--- src/rtl/rau_pkg.sv ---
`timescale 1ns / 1ps
// ----------------------------------------------------------------------------
// rau_pkg: shared types and constants for the rational arithmetic unit
// Input/output word structs, action codes, status codes, sequencer states,
// divider control and status structs.
package rau_pkg;

  localparam int unsigned VALUE_WIDTH_DEF = 32;

  // action codes
  localparam logic [2:0] ACT_ADD = 3'd0;
  localparam logic [2:0] ACT_SUB = 3'd1;
  localparam logic [2:0] ACT_MUL = 3'd2;
  localparam logic [2:0] ACT_DIV = 3'd3;
  localparam logic [2:0] ACT_NEG = 3'd4;

  // status codes
  localparam logic [1:0] ST_OK   = 2'd0;
  localparam logic [1:0] ST_DIV0 = 2'd1;
  localparam logic [1:0] ST_OVF  = 2'd2;

  typedef struct packed {
    logic [2:0]         action;
    logic signed [31:0] a_num;
    logic signed [31:0] a_den;
    logic signed [31:0] b_num;
    logic signed [31:0] b_den;
  } rau_in_t;

  typedef struct packed {
    logic signed [31:0] res_num;
    logic [30:0]        res_den;
    logic [1:0]         status;
    logic               a_less;
    logic               a_equal;
    logic               a_greater;
  } rau_out_t;

  // sequencer states
  typedef enum logic [3:0] {
    S_IDLE,
    S_MUL,
    S_FORM,
    S_GCD,
    S_DIVN,
    S_DIVD,
    S_FIN,
    S_OUT
  } rau_state_t;

  // shared divider control
  typedef struct packed {
    logic start;
  } rau_div_ctl_t;

  typedef struct packed {
    logic busy;
    logic done;
  } rau_div_sts_t;

endpackage

--- src/rtl/rau_div.sv ---
`timescale 1ns / 1ps
// ----------------------------------------------------------------------------
// rau_div: shared restoring divider
// Unsigned W-bit by W-bit division, one quotient bit per cycle.
// ----------------------------------------------------------------------------
module rau_div
  import rau_pkg::*;
#(
  parameter int unsigned W = 64
) (
  input  logic         clk,
  input  logic         rst_n,
  input  rau_div_ctl_t ctl,
  input  logic [W-1:0] dividend,
  input  logic [W-1:0] divisor,
  output rau_div_sts_t sts,
  output logic [W-1:0] quotient,
  output logic [W-1:0] remainder
);

  localparam int unsigned CW = $clog2(W + 1);

  logic [W-1:0]  q_r, q_nxt;
  logic [W-1:0]  rm_r, rm_nxt;
  logic [W-1:0]  dv_r, dv_nxt;
  logic [CW-1:0] cnt_r, cnt_nxt;
  logic          busy_r, busy_nxt;
  logic          done_r, done_nxt;
  logic [W:0]    trial;
  logic [W:0]    diff;

  // one shift-subtract step
  always_comb begin
    trial    = {rm_r, q_r[W-1]};
    diff     = trial - {1'b0, dv_r};
    q_nxt    = q_r;
    rm_nxt   = rm_r;
    dv_nxt   = dv_r;
    cnt_nxt  = cnt_r;
    busy_nxt = busy_r;
    done_nxt = 1'b0;
    if (ctl.start) begin
      q_nxt    = dividend;
      rm_nxt   = '0;
      dv_nxt   = divisor;
      cnt_nxt  = CW'(W);
      busy_nxt = 1'b1;
    end else if (busy_r) begin
      if (!diff[W]) begin
        rm_nxt = diff[W-1:0];
        q_nxt  = {q_r[W-2:0], 1'b1};
      end else begin
        rm_nxt = trial[W-1:0];
        q_nxt  = {q_r[W-2:0], 1'b0};
      end
      cnt_nxt = cnt_r - CW'(1);
      if (cnt_r == CW'(1)) begin
        busy_nxt = 1'b0;
        done_nxt = 1'b1;
      end
    end
  end

  always_ff @(posedge clk) begin
    if (!rst_n) begin
      busy_r <= 1'b0;
      done_r <= 1'b0;
      cnt_r  <= '0;
    end else begin
      busy_r <= busy_nxt;
      done_r <= done_nxt;
      cnt_r  <= cnt_nxt;
    end
    q_r  <= q_nxt;
    rm_r <= rm_nxt;
    dv_r <= dv_nxt;
  end

  assign sts.busy  = busy_r;
  assign sts.done  = done_r;
  assign quotient  = q_r;
  assign remainder = rm_r;

`ifndef SYNTH
  // a finished division never overlaps a running one
  a_done_not_busy: assert property (@(posedge clk) disable iff (!rst_n)
    done_r |-> !busy_r) else $error("divider done while busy");
  // done follows the last step
  a_done_after_busy: assert property (@(posedge clk) disable iff (!rst_n)
    $rose(done_r) |-> $past(busy_r)) else $error("divider done without run");
  // a start while busy would corrupt the running division
  a_no_restart: assert property (@(posedge clk) disable iff (!rst_n)
    busy_r |-> !ctl.start) else $error("divider restarted while busy");
`endif

endmodule

--- src/rtl/rational_arithmetic_unit.sv ---
`timescale 1ns / 1ps
// ----------------------------------------------------------------------------
// rational_arithmetic_unit: fraction add/sub/mul/div/negate with reduction
// Exact 64-bit sign-magnitude intermediates, gcd by Euclid on a shared
// divider, exact division by the gcd, overflow and compare flags.
// ----------------------------------------------------------------------------
//  channel | ports                   | direction | word
//  input   | in_valid/in_ready/in_data   | in    | rau_in_t
//  result  | out_valid/out_ready/out_data| out   | rau_out_t
//
//  One word at a time. The four cross products share one 32x32 multiplier;
//  each Euclid step and each of the two final divisions runs on the shared
//  restoring divider (start, 64 steps, done), so the time a word takes
//  grows with its number of gcd steps and is data dependent.
//  Synchronous active-low reset returns the sequencer to idle.
//  A result waiting on out_ready holds the unit; in_ready is low meanwhile.
// ----------------------------------------------------------------------------
module rational_arithmetic_unit
  import rau_pkg::*;
#(
  parameter int unsigned VALUE_WIDTH = VALUE_WIDTH_DEF
) (
  input  logic     clk,
  input  logic     rst_n,
  input  logic     in_valid,
  output logic     in_ready,
  input  rau_in_t  in_data,
  output logic     out_valid,
  input  logic     out_ready,
  output rau_out_t out_data
);

  localparam int unsigned DW = 64;
  localparam logic [DW-1:0] LIM = DW'(1) << (VALUE_WIDTH - 1);

  rau_state_t state_r, state_nxt;

  // operand magnitudes and signs
  logic [31:0] an_r, ad_r, bn_r, bd_r;
  logic        ans_r, ads_r, bns_r, bds_r;
  logic [2:0]  act_r;
  logic [1:0]  mi_r;                 // multiply step
  logic [DW-1:0] p0_r, p1_r, p2_r, p3_r; // an*bd, bn*ad, an*bn, ad*bd
  logic [DW-1:0] nm_r, dm_r;          // unreduced result magnitudes
  logic          rneg_r;
  logic [DW-1:0] gx_r, gy_r;          // Euclid pair
  logic [DW-1:0] qn_r;
  logic [1:0]    st_r;
  logic          lt_r, eq_r, gt_r;
  rau_out_t      out_r;

  // sign-magnitude of one operand field at VALUE_WIDTH
  function automatic logic [32:0] smag(input logic [31:0] raw);
    logic [31:0] v;
    logic        s;
    begin
      v = raw;
      if (VALUE_WIDTH < 32) v = 32'(signed'(raw << (32 - VALUE_WIDTH)) >>> (32 - VALUE_WIDTH));
      s = v[31];
      smag = {s, s ? (32'd0 - v) : v};
    end
  endfunction

  logic [32:0] san, sad, sbn, sbd;
  assign san = smag(in_data.a_num);
  assign sad = smag(in_data.a_den);
  assign sbn = smag(in_data.b_num);
  assign sbd = smag(in_data.b_den);

  // shared multiplier, one product per cycle
  logic [31:0] mx, my;
  logic [DW-1:0] prod;
  always_comb begin
    case (mi_r)
      2'd0:    begin mx = an_r; my = bd_r; end
      2'd1:    begin mx = bn_r; my = ad_r; end
      2'd2:    begin mx = an_r; my = bn_r; end
      default: begin mx = ad_r; my = bd_r; end
    endcase
  end
  assign prod = DW'(mx) * DW'(my);

  // shared divider
  rau_div_ctl_t dctl;
  rau_div_sts_t dsts;
  logic [DW-1:0] d_a, d_b, d_q, d_r;

  rau_div #(.W(DW)) u_div (
    .clk       (clk),
    .rst_n     (rst_n),
    .ctl       (dctl),
    .dividend  (d_a),
    .divisor   (d_b),
    .sts       (dsts),
    .quotient  (d_q),
    .remainder (d_r)
  );

  // form step: signed sum / product choice
  logic sl, sr, pn, qs;
  logic [DW-1:0] sum_m;
  logic          sum_n;
  always_comb begin
    pn = ans_r ^ bds_r;
    qs = (bns_r ^ ads_r) ^ (act_r == ACT_SUB);
    if (pn == qs) begin
      sum_m = p0_r + p1_r;
      sum_n = pn;
    end else if (p0_r >= p1_r) begin
      sum_m = p0_r - p1_r;
      sum_n = pn;
    end else begin
      sum_m = p1_r - p0_r;
      sum_n = qs;
    end
    sl = ans_r ^ ads_r;
    sr = bns_r ^ bds_r;
  end

  // compare of cross products
  logic xn, yn, c_lt, c_eq;
  always_comb begin
    xn = sl && (p0_r != '0);
    yn = sr && (p1_r != '0);
    c_eq = (xn == yn) && (p0_r == p1_r);
    if (xn != yn) c_lt = xn;
    else          c_lt = xn ? (p0_r > p1_r) : (p0_r < p1_r);
  end

  // next state
  always_comb begin
    state_nxt = state_r;
    unique case (state_r)
      S_IDLE: if (in_valid) state_nxt = S_MUL;
      S_MUL:  if (mi_r == 2'd3) state_nxt = S_FORM;
      S_FORM: state_nxt = S_GCD;
      S_GCD: begin
        if (st_r != ST_OK) state_nxt = S_FIN;
        else if (gy_r == '0 && gx_r != '0 && !dsts.busy && !dsts.done)
          state_nxt = S_DIVN;
      end
      S_DIVN: if (dsts.done) state_nxt = S_DIVD;
      S_DIVD: if (dsts.done) state_nxt = S_FIN;
      S_FIN:  state_nxt = S_OUT;
      S_OUT:  if (out_ready) state_nxt = S_IDLE;
      default: state_nxt = S_IDLE;
    endcase
  end

  // divider control and operands
  always_comb begin
    dctl.start = 1'b0;
    d_a = gx_r;
    d_b = gy_r;
    unique case (state_r)
      S_GCD: dctl.start = (st_r == ST_OK) && (gy_r != '0) && !dsts.busy && !dsts.done;
      S_DIVN: begin
        d_a = nm_r;
        d_b = gx_r;
        dctl.start = !dsts.busy && !dsts.done;
      end
      S_DIVD: begin
        d_a = dm_r;
        d_b = gx_r;
        dctl.start = !dsts.busy && !dsts.done;
      end
      default: ;
    endcase
  end

  // datapath registers
  always_ff @(posedge clk) begin
    if (!rst_n) begin
      state_r <= S_IDLE;
      mi_r    <= 2'd0;
    end else begin
      state_r <= state_nxt;
      mi_r    <= (state_r == S_MUL) ? mi_r + 2'd1 : 2'd0;
    end
    unique case (state_r)
      S_IDLE: if (in_valid) begin
        {ans_r, an_r} <= san;
        {ads_r, ad_r} <= sad;
        {bns_r, bn_r} <= sbn;
        {bds_r, bd_r} <= sbd;
        act_r <= in_data.action;
      end
      S_MUL: begin
        case (mi_r)
          2'd0:    p0_r <= prod;
          2'd1:    p1_r <= prod;
          2'd2:    p2_r <= prod;
          default: p3_r <= prod;
        endcase
      end
      S_FORM: begin
        if (ad_r != '0 && bd_r != '0) begin
          lt_r <= c_lt;
          eq_r <= c_eq;
          gt_r <= !c_lt && !c_eq;
        end else begin
          lt_r <= 1'b0;
          eq_r <= 1'b0;
          gt_r <= 1'b0;
        end
        st_r   <= ST_OK;
        nm_r   <= '0;
        dm_r   <= DW'(1);
        rneg_r <= 1'b0;
        if (ad_r == '0 || (!act_r[2] && bd_r == '0)) begin
          st_r <= ST_DIV0;
        end else if (act_r[2]) begin
          nm_r   <= DW'(an_r);
          dm_r   <= DW'(ad_r);
          rneg_r <= (an_r != '0) && (ans_r == ads_r);
        end else if (act_r == ACT_ADD || act_r == ACT_SUB) begin
          nm_r   <= sum_m;
          dm_r   <= p3_r;
          rneg_r <= (sum_m != '0) && (sum_n != (ads_r ^ bds_r));
        end else if (act_r == ACT_MUL) begin
          nm_r   <= p2_r;
          dm_r   <= p3_r;
          rneg_r <= (p2_r != '0) && ((ans_r ^ bns_r) != (ads_r ^ bds_r));
        end else begin
          nm_r   <= p0_r;
          dm_r   <= p1_r;
          rneg_r <= (p0_r != '0) && ((ans_r ^ bds_r) != (ads_r ^ bns_r));
          if (bn_r == '0) st_r <= ST_DIV0;
        end
        gx_r <= '0;
        gy_r <= '0;
      end
      S_GCD: begin
        if (gx_r == '0 && gy_r == '0) begin
          gx_r <= nm_r;
          gy_r <= dm_r;
        end else if (dsts.done) begin
          gx_r <= gy_r;
          gy_r <= d_r;
        end
      end
      S_DIVN: if (dsts.done) qn_r <= d_q;
      S_DIVD: if (dsts.done) dm_r <= (qn_r == '0) ? DW'(1) : d_q;
      S_FIN: begin
        out_r.a_less    <= lt_r;
        out_r.a_equal   <= eq_r;
        out_r.a_greater <= gt_r;
        out_r.res_num   <= '0;
        out_r.res_den   <= '0;
        out_r.status    <= st_r;
        if (st_r == ST_OK) begin
          if (dm_r > LIM - DW'(1) || (rneg_r ? qn_r > LIM : qn_r > LIM - DW'(1))) begin
            out_r.status <= ST_OVF;
          end else begin
            out_r.res_num <= rneg_r ? (32'd0 - qn_r[31:0]) : qn_r[31:0];
            out_r.res_den <= dm_r[30:0];
          end
        end
      end
      default: ;
    endcase
  end

  // handshake outputs
  always_comb begin
    in_ready  = (state_r == S_IDLE);
    out_valid = (state_r == S_OUT);
  end
  assign out_data = out_r;

`ifndef SYNTH
  // never both sides open at once
  a_excl: assert property (@(posedge clk) disable iff (!rst_n)
    !(in_ready && out_valid)) else $error("in and out open together");
  // an accepted word starts the multiply sequence
  a_start: assert property (@(posedge clk) disable iff (!rst_n)
    (in_valid && in_ready) |=> state_r == S_MUL) else $error("accept lost");
  // exactly one compare flag or none
  a_flags: assert property (@(posedge clk) disable iff (!rst_n)
    out_valid |-> $onehot0({out_data.a_less, out_data.a_equal, out_data.a_greater}))
    else $error("compare flags conflict");
  // error results carry zero fraction
  a_zero: assert property (@(posedge clk) disable iff (!rst_n)
    (out_valid && out_data.status != ST_OK) |-> (out_data.res_den == '0))
    else $error("error result with denominator");
`endif

endmodule

--- config.mk ---
export PLATFORM = sky130hd
export DESIGN_NAME = rational_arithmetic_unit
export DESIGN_NICKNAME = d
export VERILOG_FILES = /design/src/rtl/rau_pkg.sv /design/src/rtl/rau_div.sv /design/src/rtl/rational_arithmetic_unit.sv
export SDC_FILE = /design/constraint.sdc
export NUM_CORES = 2
export LEC_CHECK = 0
export ABC_AREA = 1
export BUFFER_PORTS_ARGS = -buffer_cell sky130_fd_sc_hd__buf_2
export CAP_MARGIN = 20
export CELL_PAD_IN_SITES_DETAIL_PLACEMENT = 0
export CELL_PAD_IN_SITES_GLOBAL_PLACEMENT = 2
export CORE_MARGIN = 10
export CORE_UTILIZATION = 41
export DETAILED_ROUTE_END_ITERATION = 12
export GPL_TIMING_DRIVEN = 0
export PLACE_DENSITY = 0.93
export RECOVER_POWER = 100
export SLEW_MARGIN = 30
export SYNTH_ARGS = -nofsm -noshare
export SYNTH_HDL_FRONTEND = slang
export SYNTH_HIERARCHICAL = 1
export SYNTH_SLANG_ARGS = --single-unit
--- constraint.sdc ---
create_clock -name clk -period 18.1 [get_ports clk]
set_clock_uncertainty 0.05 [all_clocks]
set_input_delay 3.62 -clock clk [delete_from_list [all_inputs] [get_ports clk]]
set_output_delay 3.62 -clock clk [all_outputs]
set_load 0.02 [all_outputs]
# Word-level counts from Yosys, hierarchy flattened
# Cells that the tools add are included.
# word_totals
reg_bits	992
inputBits	135
output_inout_bits	70
wordCells	228
# op_classes
magnitude_cmp	6
n_mux	60
n_reduce_logical	67
mul	1
addsub	11
bitwise_logic	11
n_eq_ne	28
# op_table
cell	count
two-way mux 64 bit	18
case mux 64 bit (2 select lines)	4
nonzero test 64 bit	6
zero test 64 bit	3
subtractor 1 x 32 -> 32 bit (first input constant)	5
greater-than comparator 64 x 31 -> 1 bit (second input constant)	2
case mux 32 bit (2 select lines)	2
subtractor 64 bit	2
two-way mux 31 bit	4
zero test 32 bit	3
nonzero test 32 bit	3
subtractor 65 x 64 -> 65 bit	1
adder 64 bit	1
equality test 64 bit	1
greater-or-equal comparator 64 bit	1
greater-than comparator 64 x 32 -> 1 bit (second input constant)	1
greater-than comparator 64 bit	1
< comparator 64 bit	1
multiplier 32 x 32 -> 64 bit	1
two-way mux 32 bit	2
case mux 4 bit (8 select lines)	1
two-way mux 4 bit	7
logical AND 1 bit	18
AND reduction 2 bit	9
other kinds (32)	87

# Longest topological paths before layout
# depth
depth_word	8
mapped_depth	44
ltp_nobuf	40

# By module
# Netlist, hierarchy kept.
# modules_own_cells
module	cells_per_inst	area_per_inst_um2	seq_area_each_um2	n_inst
rational_arithmetic_unit	11157	87134.8	23642.7	1
rau_div	2309	14467.6	5305.1	1

# Worst setup path before layout
# No wires, ideal clock.
# synth_path
path_type	reg-to-reg
from	register gx_r[15]
to	register gx_r[0] (enable)
path_stages_with_launch	7
required_ps	17205
slack_ps	5881
setup_time_ps	845
period_less_slack_ps	12219
path_buffers	0
arrival_ps	11324
cell_sequence	edfxtp_1 > nor4_1 > nand4_1 > or4_1 > nor2_1 > inv_2 > a311oi_1
# synth_between
elab_chain_cells	4
# synth_lines
element	line_no	rtl
from (decl)	rational_arithmetic_unit.sv:46	logic [DW-1:0] gx_r, gy_r;
from (signal assigned)	rational_arithmetic_unit.sv:235	gx_r <= nm_r;
from (signal assigned)	rational_arithmetic_unit.sv:238	gx_r <= gy_r;
zero test 64 bit	rational_arithmetic_unit.sv:234	if (gx_r == '0 && gy_r == '0) begin
logical AND 1 bit	rational_arithmetic_unit.sv:234	
inequality test 3 x 2 -> 1 bit (no line)	n/a	
AND reduction 2 bit (no line)	n/a	
# No other way between the ends.
# A chain may end at the register's enable or synchronous reset.

# Worst setup path in the final report
# layout_path
from	register mi_r[0]
to	register p3_r[59] (data pin)
# layout_between
elab_chain_cells	4
elab_cells_between_ends	7
cone_classes	1 x mul; 2 x eq/ne; 2 x mux; 2 x reduce/logical
# layout_lines
element	line_no	rtl
from (decl)	rational_arithmetic_unit.sv:42	logic [1:0] mi_r;
from (signal assigned)	rational_arithmetic_unit.sv:178	mi_r <= (state_r == S_MUL) ? mi_r + 2'd1 : 2'd0;
equality test 2 bit / zero test 2 bit (equally long branches)	rational_arithmetic_unit.sv:74	case (mi_r)
OR reduction 2 bit (no line)	n/a	
case mux 32 bit (2 select lines)	rational_arithmetic_unit.sv:74	
multiplier 32 x 32 -> 64 bit (*)	rational_arithmetic_unit.sv:81	assign prod = DW'(mx) * DW'(my);
net prod[59]	rational_arithmetic_unit.sv:72	logic [DW-1:0] prod;
to (signal assigned)	rational_arithmetic_unit.sv:193	default: p3_r <= prod;
to (decl)	rational_arithmetic_unit.sv:43	logic [DW-1:0] p0_r, p1_r, p2_r, p3_r;
# Mark *: on every way through the listed nets, which the timed path passes. The rest lies on a longest branch.

==> reports/results.txt <==
clk sinks: 990
largest net degree at the start of global routing: 48
Arr. time, crit path: 13880 ps
Worst-path clk slew: 70 ps
critical path peak fanout: 10
CTS tree: built
clock buffer count from CTS: 106
Worst setup SP type: flip-flop
CP Class: flip-flop to flip-flop
Ys Warns: 6
DP HPWL: 432000 um
EDFF count, synth: 912
core area: 0.246 sq mm
average cell area after synthesis: 7.55 sq um
WL/cell: 29.4 um
Fin Hold WS: 369 ps
Antenna Nets Post-Route: 0
Setup TNS: 0 ps
Final period util: 0.753
RSZ-0062 raised after global routing: false
routed vias/inst: 5.57
most frequent CP cell: fa_1
vias in the first global route: 94.4k
global-route wire length before repair: 702000 um
M1 GR Usage: 0.436
placed cells: 17.1k
Clock Root Buffer: clkbuf_16
Final nets: 15.4k
slowest stage cell, crit path: o21ai_0
share of cells above drive strength 1: 0.0449
multi-input combinational cell area: 0.0610 sq mm
Fill cells: 25.9k
initial antenna violation count: 36
highest clock rate: 0.0734 GHz
worst min-delay path class: flip-flop to flip-flop
Final Hold Viols: 0
chip width: 518 um
failing checks: max-capacitance violations, max-slew violations
Mapped Cells: 13.5k
H-tree depth: 3
max_cap viols: 18
crit path time final: 13630 ps
busiest grt layer: met2
GR Overflow Total: 0
Post-Syn Nets: 15.0k
asr flop ratio synth: 0
Worst Path Buf+Inv: 11
Slew @ Worst Pin: 2980 ps
Setup Viol. Count Final: 0
starting density of the core: 0.413
Clock Latency Late Sink: 760 ps
CTS resizes: 0
Finished Core Util: 0.452
die height: 518 um
mapped cell area: 0.102 sq mm
critical path's top delay family: adder cells
I/O Buffers: 204
Worst EP required: 18350 ps
post-CTS setup repair buffer count: 0
Tot GR Track Use: 0.365
FF/Latch Area: 0.0289 sq mm
P&R area growth vs syn: 9.56%
first drt pass iteration count: 8
DR iter-0 viols: 11.5k
met2 usage: 0.579
Synth Flop Type: edfxtp_1
die footprint: 0.268 sq mm
row cnt: 182
Setup crit end kind: flip-flop
synth unique cells: 64
GPL Wtd Cong: 1.09
# hold bufs at CTS: 0
part of the Yosys area used for sequential elements: 0.285
final WL: 509000 um
Non-Filler Instances: 17.3k
synthesized flop and latch total: 990
# IOs: 205
Vias: 96.3k
Slew Limit Fails: 146
Slew headroom: -0.989
number of remaining DRC errors: 0
clk buf depth: 3
status: finished, violations left
met3 Usage GRT: 0.0709
CP max stage delay: 1450 ps
[cells in the final DEF (no fill, tap or decap), drive strengths merged, types with 33 or more instances in the layout]
master,instances
xor2,204
ha,529
a31oi,62
a21oi,579
edfxtp,912
inv,2599
buf,246
clkbuf,664
dfxtp,78
nor2,1451
fa,900
o22ai,33
xnor2,105
nand4,118
o211ai,69
nor4,128
clkinv,73
o21bai,39
o21ai,532
nand3,567
a211oi,34
nor3,110
nand2,3742
[per-layer routing]
layer,vias to the layer above,share of wire,wire (um)
li1,42868,-,-
met1,46751,0.37,186000
met2,5180,0.45,226000
met3,1454,0.090,45500
met4,22,0.099,50500
met5,-,0.00052,265
[worst register-to-register path, delay by kind of cell, from the launching register on]
| kind | cells | cell delay, ps |
|---|---|---|
| AOI/OAI and AO/OA | 6 | 2650 |
| xor gates and xnor gates | 1 | 1370 |
| adders and majority gates | 10 | 4960 |
| buffers and inverters | 11 | 3080 |
| DFF | 1 | 390 |
| and+or+nand+nor | 4 | 640 |
[Yosys cell counts (all sizes together) (62+ instances only)]
library cell,n,share of area
nand2,3742,0.14
inv,2592,0.096
nor2,1451,0.055
edfxtp,912,0.27
fa,900,0.18
a21oi,579,0.029
nand3,567,0.028
o21ai,532,0.026
ha,529,0.065
clkbuf,351,0.013
xor2,204,0.018
buf,133,0.0080
nor4,128,0.0081
nand4,118,0.0073
nor3,110,0.0057
xnor2,105,0.0091
dfxtp,78,0.015
o211ai,69,0.0051
a31oi,62,0.0038
[area by class of cell]
| class | instances | share of cell area |
|---|---|---|
| tap | 3312 | 0.0372 |
| clock inverter | 68 | 0.00649 |
| inverter | 2622 | 0.0884 |
| sequential | 990 | 0.260 |
| antenna | 21 | 0.000472 |
| buffer | 484 | 0.0195 |
| multi-input combinational | 9370 | 0.548 |
| timing repair buffer | 293 | 0.0142 |
| clock buffer | 133 | 0.0259 |
[sequential cells by signal (all words and copies together), names as in the netlist, 32 cells and up]
name and flops:
bd_r 32, bn_r 32, u_div/remainder 64, out_data 68, p1_r 64, dm_r 64, p2_r 64, p0_r 64
qn_r 64, an_r 32, nm_r 64, gx_r 64, u_div/quotient 64, ad_r 32, gy_r 64, p3_r 64
u_div/dv_r 64
[per-stage QoR]
stage / setup slack [ps] / cell area (sq um)
final: 4470 / 111000
after global routing: 4190 / 111000
after CTS: 5790 / 112000
after detailed placement: 5810 / 109000
after global placement: 248 / 107000
after floorplan: 5880 / 102000
[path summary, 6_finish.rpt]
kind | from | endpoint | slack (ps) | cells past startpoint
setup / recovery | mi_r[0] | p3_r[59] | 4470 | 32
hold / removal | lt_r | out_data[2] | 370 | 0
setup reg to reg | mi_r[0] | p3_r[59] | 4470 | 32
hold reg to reg | lt_r | out_data[2] | 370 | 0
[cell families (layout without fill, tap and decap cells)]
family	count (synthesis)	in the layout	synth area share
buf+inv	3106	3600	0.118
fa+ha+maj	1429	1429	0.242
simple gates	6159	6159	0.246
xor+xnor	309	309	0.0266
other cells	0	21	0
flops	990	990	0.285
compound gates	1471	1471	0.0818
mux	2	2	0.000197
Power is not shown: default switching activity piles up to over one toggle a cycle in this logic, so the estimate is an artifact.
